File: src/rtl/arcc_pkg.sv
// Shared constants and types for the response frame CRC checker.
`default_nettype none
package arcc_pkg;

  localparam logic [15:0] CRC_POLY      = 16'h8005;
  localparam logic [7:0]  MIN_FRAME     = 8'd3;
  localparam logic [7:0]  MAX_FRAME_RST = 8'd35;

  localparam logic [1:0] STATUS_OK      = 2'd0;
  localparam logic [1:0] STATUS_CRC_ERR = 2'd1;
  localparam logic [1:0] STATUS_LEN_ERR = 2'd2;

  localparam logic REG_MAX_FRAME = 1'b0;

  typedef struct packed {
    logic [7:0] data_out;
    logic [7:0] byte_index;
    logic       last_of_frame;
    logic [1:0] status;
  } arcc_rsp_t;

endpackage
`default_nettype wire

File: src/rtl/arcc_crc_byte.sv
// Byte-wide CRC-16 update, data bits least significant first.
`default_nettype none
module arcc_crc_byte
  import arcc_pkg::*;
(
  input  logic [15:0] crc_i,
  input  logic [7:0]  byte_i,
  output logic [15:0] crc_o
);

  always_comb begin
    logic [15:0] c;
    c = crc_i;
    for (int i = 0; i < 8; i++) begin
      if (byte_i[i] != c[15]) begin
        c = {c[14:0], 1'b0} ^ CRC_POLY;
      end else begin
        c = {c[14:0], 1'b0};
      end
    end
    crc_o = c;
  end

endmodule
`default_nettype wire

File: src/rtl/arcc_frame_eng.sv
// Frame state tracking, length check and CRC compare for one byte per cycle while advance_i is high.
`default_nettype none
module arcc_frame_eng
  import arcc_pkg::*;
(
  input  logic       clk_i,
  input  logic       rst_ni,
  input  logic       advance_i,
  input  logic [7:0] byte_i,
  input  logic [7:0] max_len_i,
  output arcc_rsp_t  rsp_o
);

  logic [7:0]  pos_q, pos_d;
  logic [7:0]  len_q, len_d;
  logic [15:0] crc_q, crc_d;
  logic        low_ok_q, low_ok_d;
  logic [15:0] crc_seed;
  logic [15:0] crc_next;
  logic [8:0]  pos_plus2;

  // start each frame from a zero seed
  assign crc_seed = (pos_q == 8'd0) ? 16'd0 : crc_q;

  arcc_crc_byte u_crc (
    .crc_i  (crc_seed),
    .byte_i (byte_i),
    .crc_o  (crc_next)
  );

  assign pos_plus2 = {1'b0, pos_q} + 9'd2;

  always_comb begin
    pos_d    = pos_q;
    len_d    = len_q;
    crc_d    = crc_q;
    low_ok_d = low_ok_q;
    rsp_o.data_out      = byte_i;
    rsp_o.byte_index    = pos_q;
    rsp_o.last_of_frame = 1'b0;
    rsp_o.status        = STATUS_OK;
    if (pos_q == 8'd0) begin
      if ((byte_i < MIN_FRAME) || (byte_i > max_len_i)) begin
        rsp_o.last_of_frame = 1'b1;
        rsp_o.status        = STATUS_LEN_ERR;
      end else begin
        len_d    = byte_i;
        crc_d    = crc_next;
        low_ok_d = 1'b0;
        pos_d    = 8'd1;
      end
    end else if (pos_plus2 < {1'b0, len_q}) begin
      crc_d = crc_next;
      pos_d = pos_q + 8'd1;
    end else if (pos_plus2 == {1'b0, len_q}) begin
      low_ok_d = (byte_i == crc_q[7:0]);
      pos_d    = pos_q + 8'd1;
    end else begin
      rsp_o.last_of_frame = 1'b1;
      rsp_o.status = (low_ok_q && (byte_i == crc_q[15:8])) ? STATUS_OK : STATUS_CRC_ERR;
      pos_d = 8'd0;
    end
  end

  always_ff @(posedge clk_i or negedge rst_ni) begin
    if (!rst_ni) begin
      pos_q    <= 8'd0;
      len_q    <= 8'd0;
      crc_q    <= 16'd0;
      low_ok_q <= 1'b0;
    end else if (advance_i) begin
      pos_q    <= pos_d;
      len_q    <= len_d;
      crc_q    <= crc_d;
      low_ok_q <= low_ok_d;
    end
  end

endmodule
`default_nettype wire

File: config.mk
export PLATFORM = sky130hd
export DESIGN_NAME = arcc_frame_eng
export DESIGN_NICKNAME = d
export VERILOG_FILES = /design/src/rtl/arcc_pkg.sv /design/src/rtl/arcc_crc_byte.sv /design/src/rtl/arcc_frame_eng.sv
export SDC_FILE = /design/constraint.sdc
export NUM_CORES = 1
export LEC_CHECK = 0
export BUFFER_PORTS_ARGS = -buffer_cell sky130_fd_sc_hd__buf_2
export CAP_MARGIN = 20
export CORE_MARGIN = 2
export CORE_UTILIZATION = 28
export DETAILED_ROUTE_END_ITERATION = 6
export GPL_TIMING_DRIVEN = 0
export SLEW_MARGIN = 20
export SYNTH_ARGS = -nofsm -noshare
export SYNTH_HDL_FRONTEND = slang
export SYNTH_SLANG_ARGS = --single-unit
File: constraint.sdc
create_clock -name clk_i -period 4.2 [get_ports clk_i]
set_clock_uncertainty 0.15 [all_clocks]
set_input_delay 0.84 -clock clk_i [delete_from_list [all_inputs] [get_ports clk_i]]
set_output_delay 0.84 -clock clk_i [all_outputs]
set_load 0.02 [all_outputs]
# Yosys cells after proc, flatten, opt, wreduce, memory -nomap -nowiden
# Index checks and enable logic that the tools add are counted.
# op_classes
n_addsub,2
multipliers,0
n_div,0
magnitude_cmp,3
n_eq_ne,13
shifts,0
mux,25
bitwise,9
n_reduce_logical,9
# op_table
cell,n
2-to-1 mux 16 bit,12
2-to-1 mux 8 bit,4
NOT 3 bit,8
equality test 8 bit,2
2-to-1 mux 3 bit,4
"adder 8 x 2 -> 9 bit, second input constant",1
equality test 9 x 8 -> 1 bit,1
less-than comparator 9 x 8 -> 1 bit,1
"adder 8 x 1 -> 8 bit, second input constant",1
> comparator 8 bit,1
logical NOT 8 bit,1
"less-than comparator 8 x 2 -> 1 bit, second input constant",1
inequality test 1 bit,8
AND reduction 3 bit,2
2-to-1 mux 1 bit,5
"inequality test 2 bit, second input constant",2
AND reduction 4 bit,1
nonzero test 2 bit,2
AND reduction 2 bit,1
logical AND 1 bit,1
logical OR 1 bit,1
NOT 1 bit,1
# totals
reg_bits,33
latch_bits,0
ramBits,0
mem_bits_ro,0
in_bits,19
out_inout_bits,19
elab_cells,65
n_memories,0

# Logic depth before layout (Yosys ltp)
# logic_depth
word_depth,20
depth_mapped,12

# Modules after synthesis
# Synthesis repeated with hierarchy kept, for this count alone.
# unflattened
cells_unflattened,270
area_unflattened_um2,2681.3
# modules_own_cells
mod,instances,cells_per_inst,area_each_um2,seq_area_each_um2
arcc_frame_eng,1,242,2383.5,825.8
arcc_crc_byte,1,28,297.8,0.0

# Worst setup path before layout
# No wires, ideal clock.
# synth_path
path_kind,flip-flop to output port
start,register pos_q[2]
end,output rsp_o[0] in the netlist's numbering
arrival_ps,2738
t_required_ps,3210
setup_slack_ps,472
path_stages_with_launch,11
path_buffers,0
cell_sequence,dfrtp_1 -> ha_1 -> and3_1 -> nand3_1 -> xnor2_1 -> ha_1 -> nand2_1 -> a221oi_1 -> o21a_1 -> nand2_1 -> a31oi_1
# synth_rtl
item,line_no,source
"start, declared",arcc_frame_eng.sv:14,"logic [7:0] pos_q, pos_d;"
"start signal, assigned",arcc_frame_eng.sv:72,pos_q <= pos_d;
"end, declared",arcc_frame_eng.sv:11,output arcc_rsp_t rsp_o

==> run_results.csv <==
group,metric,value,unit
worst_setup_path,critPathArrivalTime,3030,ps
clock_network,tritoncts,"yes",
worst_setup_path,r2r-start,"pos_q[2]",
floorplanning,row_count,36,
sta,hold_viol,0,
worst_hold_path,min_from,"len_q[7]",
cells_and_area,diodes,0,
synthesis,synth_warnings,0,
worst_setup_path,cp_cell_sequence,"ha_1, and3_2, nand3_1, xnor2_1, ha_1, nand2_1, or4_1, o21a_1, nand2_2, a31oi_2, buf_2",
detailed_routing,via_per_inst,4.685,
sta,whs,343.0,ps
sta,min_period,4017,ps
worst_setup_path,cp-end-kind,"output port",
sta,timing.fmax,249.0,MHz
worst_setup_path,crit_buf_inv,1,
pwr,power_frac_comb,0.616,
sta,rsz0062_at_grt,"false",
placed_design,place_inst,455,
pwr,switching_share,0.4238,
worst_setup_path,r2r-end,"crc_q[3]",
clock_network,clock_sinks,33,
pwr,peakVddDrop,0.0002347,V
cells_and_area,drive_gt1_frac,0.2447,
grt,grt_antenna_before_repair,0,
floorplanning,die_area,0.01073,mm2
worst_setup_path,crit_type,"reg2out",
sta,finalSetupViolations,0,
cells_and_area,syn_to_final_growth,18.52,%
synthesis,synth-edff-count,0,
detailed_routing,vias,2174,
pwr,power.switching,0.001061,W
clock_network,clk_latency,290,ps
synthesis,netlist_area,0.002776,mm2
pwr,power_frac_clock,0.146,
synthesis,postSynthCellCount,287,
worst_setup_path,crit_required,3210,ps
synthesis,yosysSeqAreaShare,0.2974,
worst_setup_path,timing.critical_path.mode_cell,"ha_1",
placed_design,hpwl,5051,um
worst_setup_path,worstPathMaxFanout,6,
worst_setup_path,slowest_stage,"or4_1",
pwr,p_seq_frac,0.239,
sta,final.setup.tns,0,ps
cells_and_area,final_cell_area,0.003291,mm2
grt,grt_first_pass_wirelength,10870,um
floorplanning,die_x,103.6,um
sta,max-slew-margin-rel,0.4893,
pwr,p_per_area,761.1,mW/mm2
cells_and_area,final_cells,464,
sta,finalCritPeriodShare,0.9563,
worst_hold_path,hold_depth,1,
worst_setup_path,reg2regPathDepth,11,
flow_run,maxCapViolCount,0,
placed_design,port_buffers,35,
outcome,outcome,"finished clean",
clock_network,cts-root-buf,"clkbuf_8",
detailed_routing,wl_per_cell,14.09,um
worst_setup_path,cpPeakStageDelay,580,ps
clock_network,clock_path_buffers,2,
grt,grt_remaining_overflow,0,
synthesis,postSynthAreaPerCell,9.674,um2
worst_hold_path,hp-class,"reg2reg",
worst_setup_path,critPathTopFamily,"simple AND/OR/NAND/NOR gates",
pwr,finalPower,0.002505,W
clock_network,cts.clk_slew.worst_paths,80,ps
detailed_routing,ant_nets,0,
worst_setup_path,startpoint_type,"register",
pwr,p_int,0.001443,W
placed_design,globalplace.congestion,0.8536,
cells_and_area,n_fill_cell,989,
floorplanning,initial_core_util,0.2867,
floorplanning,core-area,0.009684,mm2
grt,grt_max_degree,34,
detailed_routing,drtIter0Drc,68,
floorplanning,ios,38,
clock_network,h-tree-depth,2,
detailed_routing,wl,6537,um
cells_and_area,fin_nets,368,
sta,slew_viol_final,0,
detailed_routing,dr.pass1.iters,4,
placed_design,placed_area,0.003118,mm2
grt,grtUsageTotal,0.1251,
floorplanning,die-height,103.6,um
synthesis,synth-async-reset-ratio,1.000,
detailed_routing,drc_errors,0,
worst_hold_path,hold_end,"len_q[7]",
pwr,p_leak,1.528,nW
synthesis,yosysUniqueCellTypes,56,
synthesis,ys.flop_type,"dfrtp_1",
worst_setup_path,regToRegSetupSlack,570,ps
synthesis,syn-num-nets,325,
grt,grt_pass1_vias,2227,
clock_network,numCtsBuffers,5,
synthesis,yosys_register_bits,33,
sta,worstMarginPinSlew,766.0,ps
routing by layer:
layer | GRT usage | part of all wire
met5 | 0 | 0
met4 | 0.03668 | 0.016
met3 | 0.02391 | 0.029
met2 | 0.2261 | 0.50
met1 | 0.1507 | 0.45
area by class of cell:
| type | count | area (um2) | share of cell area |
|---|---|---|---|
| plain buffers | 25 | 172.7 | 0.05247 |
| clock buffers | 5 | 68.82 | 0.02091 |
| clock inverters | 3 | 65.06 | 0.01977 |
| inverters | 22 | 82.58 | 0.02510 |
| multi-input cells | 207 | 1724 | 0.5240 |
| flip-flops and latches | 33 | 828.3 | 0.2517 |
| well taps | 133 | 166.4 | 0.05057 |
| repair buffers | 36 | 182.7 | 0.05551 |
power by group through the flow:
| stage | combinational (W) | clock, W | sequential [W] |
|---|---|---|---|
| after global placement | 0.00147 | 0 | 0.000598 |
| after global routing | 0.00170 | 0.000384 | 0.000619 |
| after detailed placement | 0.00152 | 0 | 0.000602 |
| final | 0.00154 | 0.000364 | 0.000598 |
| after CTS | 0.00153 | 0.000370 | 0.000597 |
| after floorplan | 0.00122 | 0 | 0.000583 |
flip-flops by register name, summed over array words and instances (netlist names):
name	cells
crc_q	16
len_q	8
low_ok_q	1
pos_q	8
how the worst max path moves through the flow:
| stage | endpoint | cells past startpoint | start | slack [ps] |
|---|---|---|---|---|
| floorplan | rsp_o[0] | 10 | pos_q[2] | 470 |
| global placement | rsp_o[0] | 11 | pos_q[2] | 220 |
| detailed placement | rsp_o[0] | 11 | pos_q[2] | 160 |
| CTS | rsp_o[0] | 11 | pos_q[2] | 3 |
| global route | rsp_o[0] | 11 | pos_q[1] | 30 |
| finish | rsp_o[0] | 11 | pos_q[2] | 180 |
synthesized netlist by cell type (5+ instances only):
| cell | n | area share |
|---|---|---|
| o21ai_0 | 11 | 0.020 |
| inv_1 | 22 | 0.030 |
| nand2_1 | 22 | 0.030 |
| ha_1 | 19 | 0.086 |
| buf_4 | 12 | 0.032 |
| xor2_1 | 9 | 0.028 |
| dfrtp_1 | 33 | 0.30 |
| a22o_1 | 6 | 0.019 |
| mux2_1 | 15 | 0.061 |
| xnor2_1 | 36 | 0.11 |
| nor2_1 | 11 | 0.015 |
| clkbuf_1 | 5 | 0.0068 |
| nand4_1 | 7 | 0.016 |
| a21oi_1 | 8 | 0.014 |
kinds of logic after synthesis:
kind of cell / share of synthesized area
multiplexers: 0.06850
XOR/XNOR: 0.2046
buffers and inverters: 0.09193
adder cells (fa/ha/maj): 0.08562
flip-flops: 0.2974
AO/OA/AOI/OAI: 0.1284
AND/OR/NAND/NOR: 0.1235
what timing repair did:
item / in CTS / in global routing
setup endpoints to repair: 1 / 2
gates resized for setup: 1 / 7
hold buffers: 0 / 0
pin swaps: 0 / 0
buffers inserted: 0 / 1
layout by cell type, fill, tap and decap left out, drive strengths merged, types with 2 or more instances in the layout:
cell and count:
nand4 8, dfrtp 33, nor2 11, o22ai 2
inv 22, nor2b 4, xnor2 41, a211oi 2
nand2 22, a31oi 3, xnor3 2, and3 4
buf 56, a22oi 2, a22o 6, nor3 4
o211ai 2, nand2b 2, xor2 9, nand3 4
nor4 3, bufinv 2, ha 19, a21oi 8
mux2 16, o21ai 12, clkbuf 10
worst register-to-register path, cell delays in order, from the launching register on:
cell and delay (ps):
dfrtp_2 460, ha_1 240, and3_2 250, xnor2_1 140
ha_1 200, a2111oi_1 550, a221oi_4 150, nor3_2 600
nor2b_1 90, buf_2 200, buf_6 170, mux2_1 310
through the flow:
step	utilization	setup slack [ps]
2_1_floorplan	-	471.8
3_3_place_gp	0.3220	215.2
3_5_place_dp	0.3220	155.6
4_1_cts	0.3364	2.526
5_1_grt	0.3398	33.78
6_report	0.3398	183.4
Power figures use the tool's default switching activity.
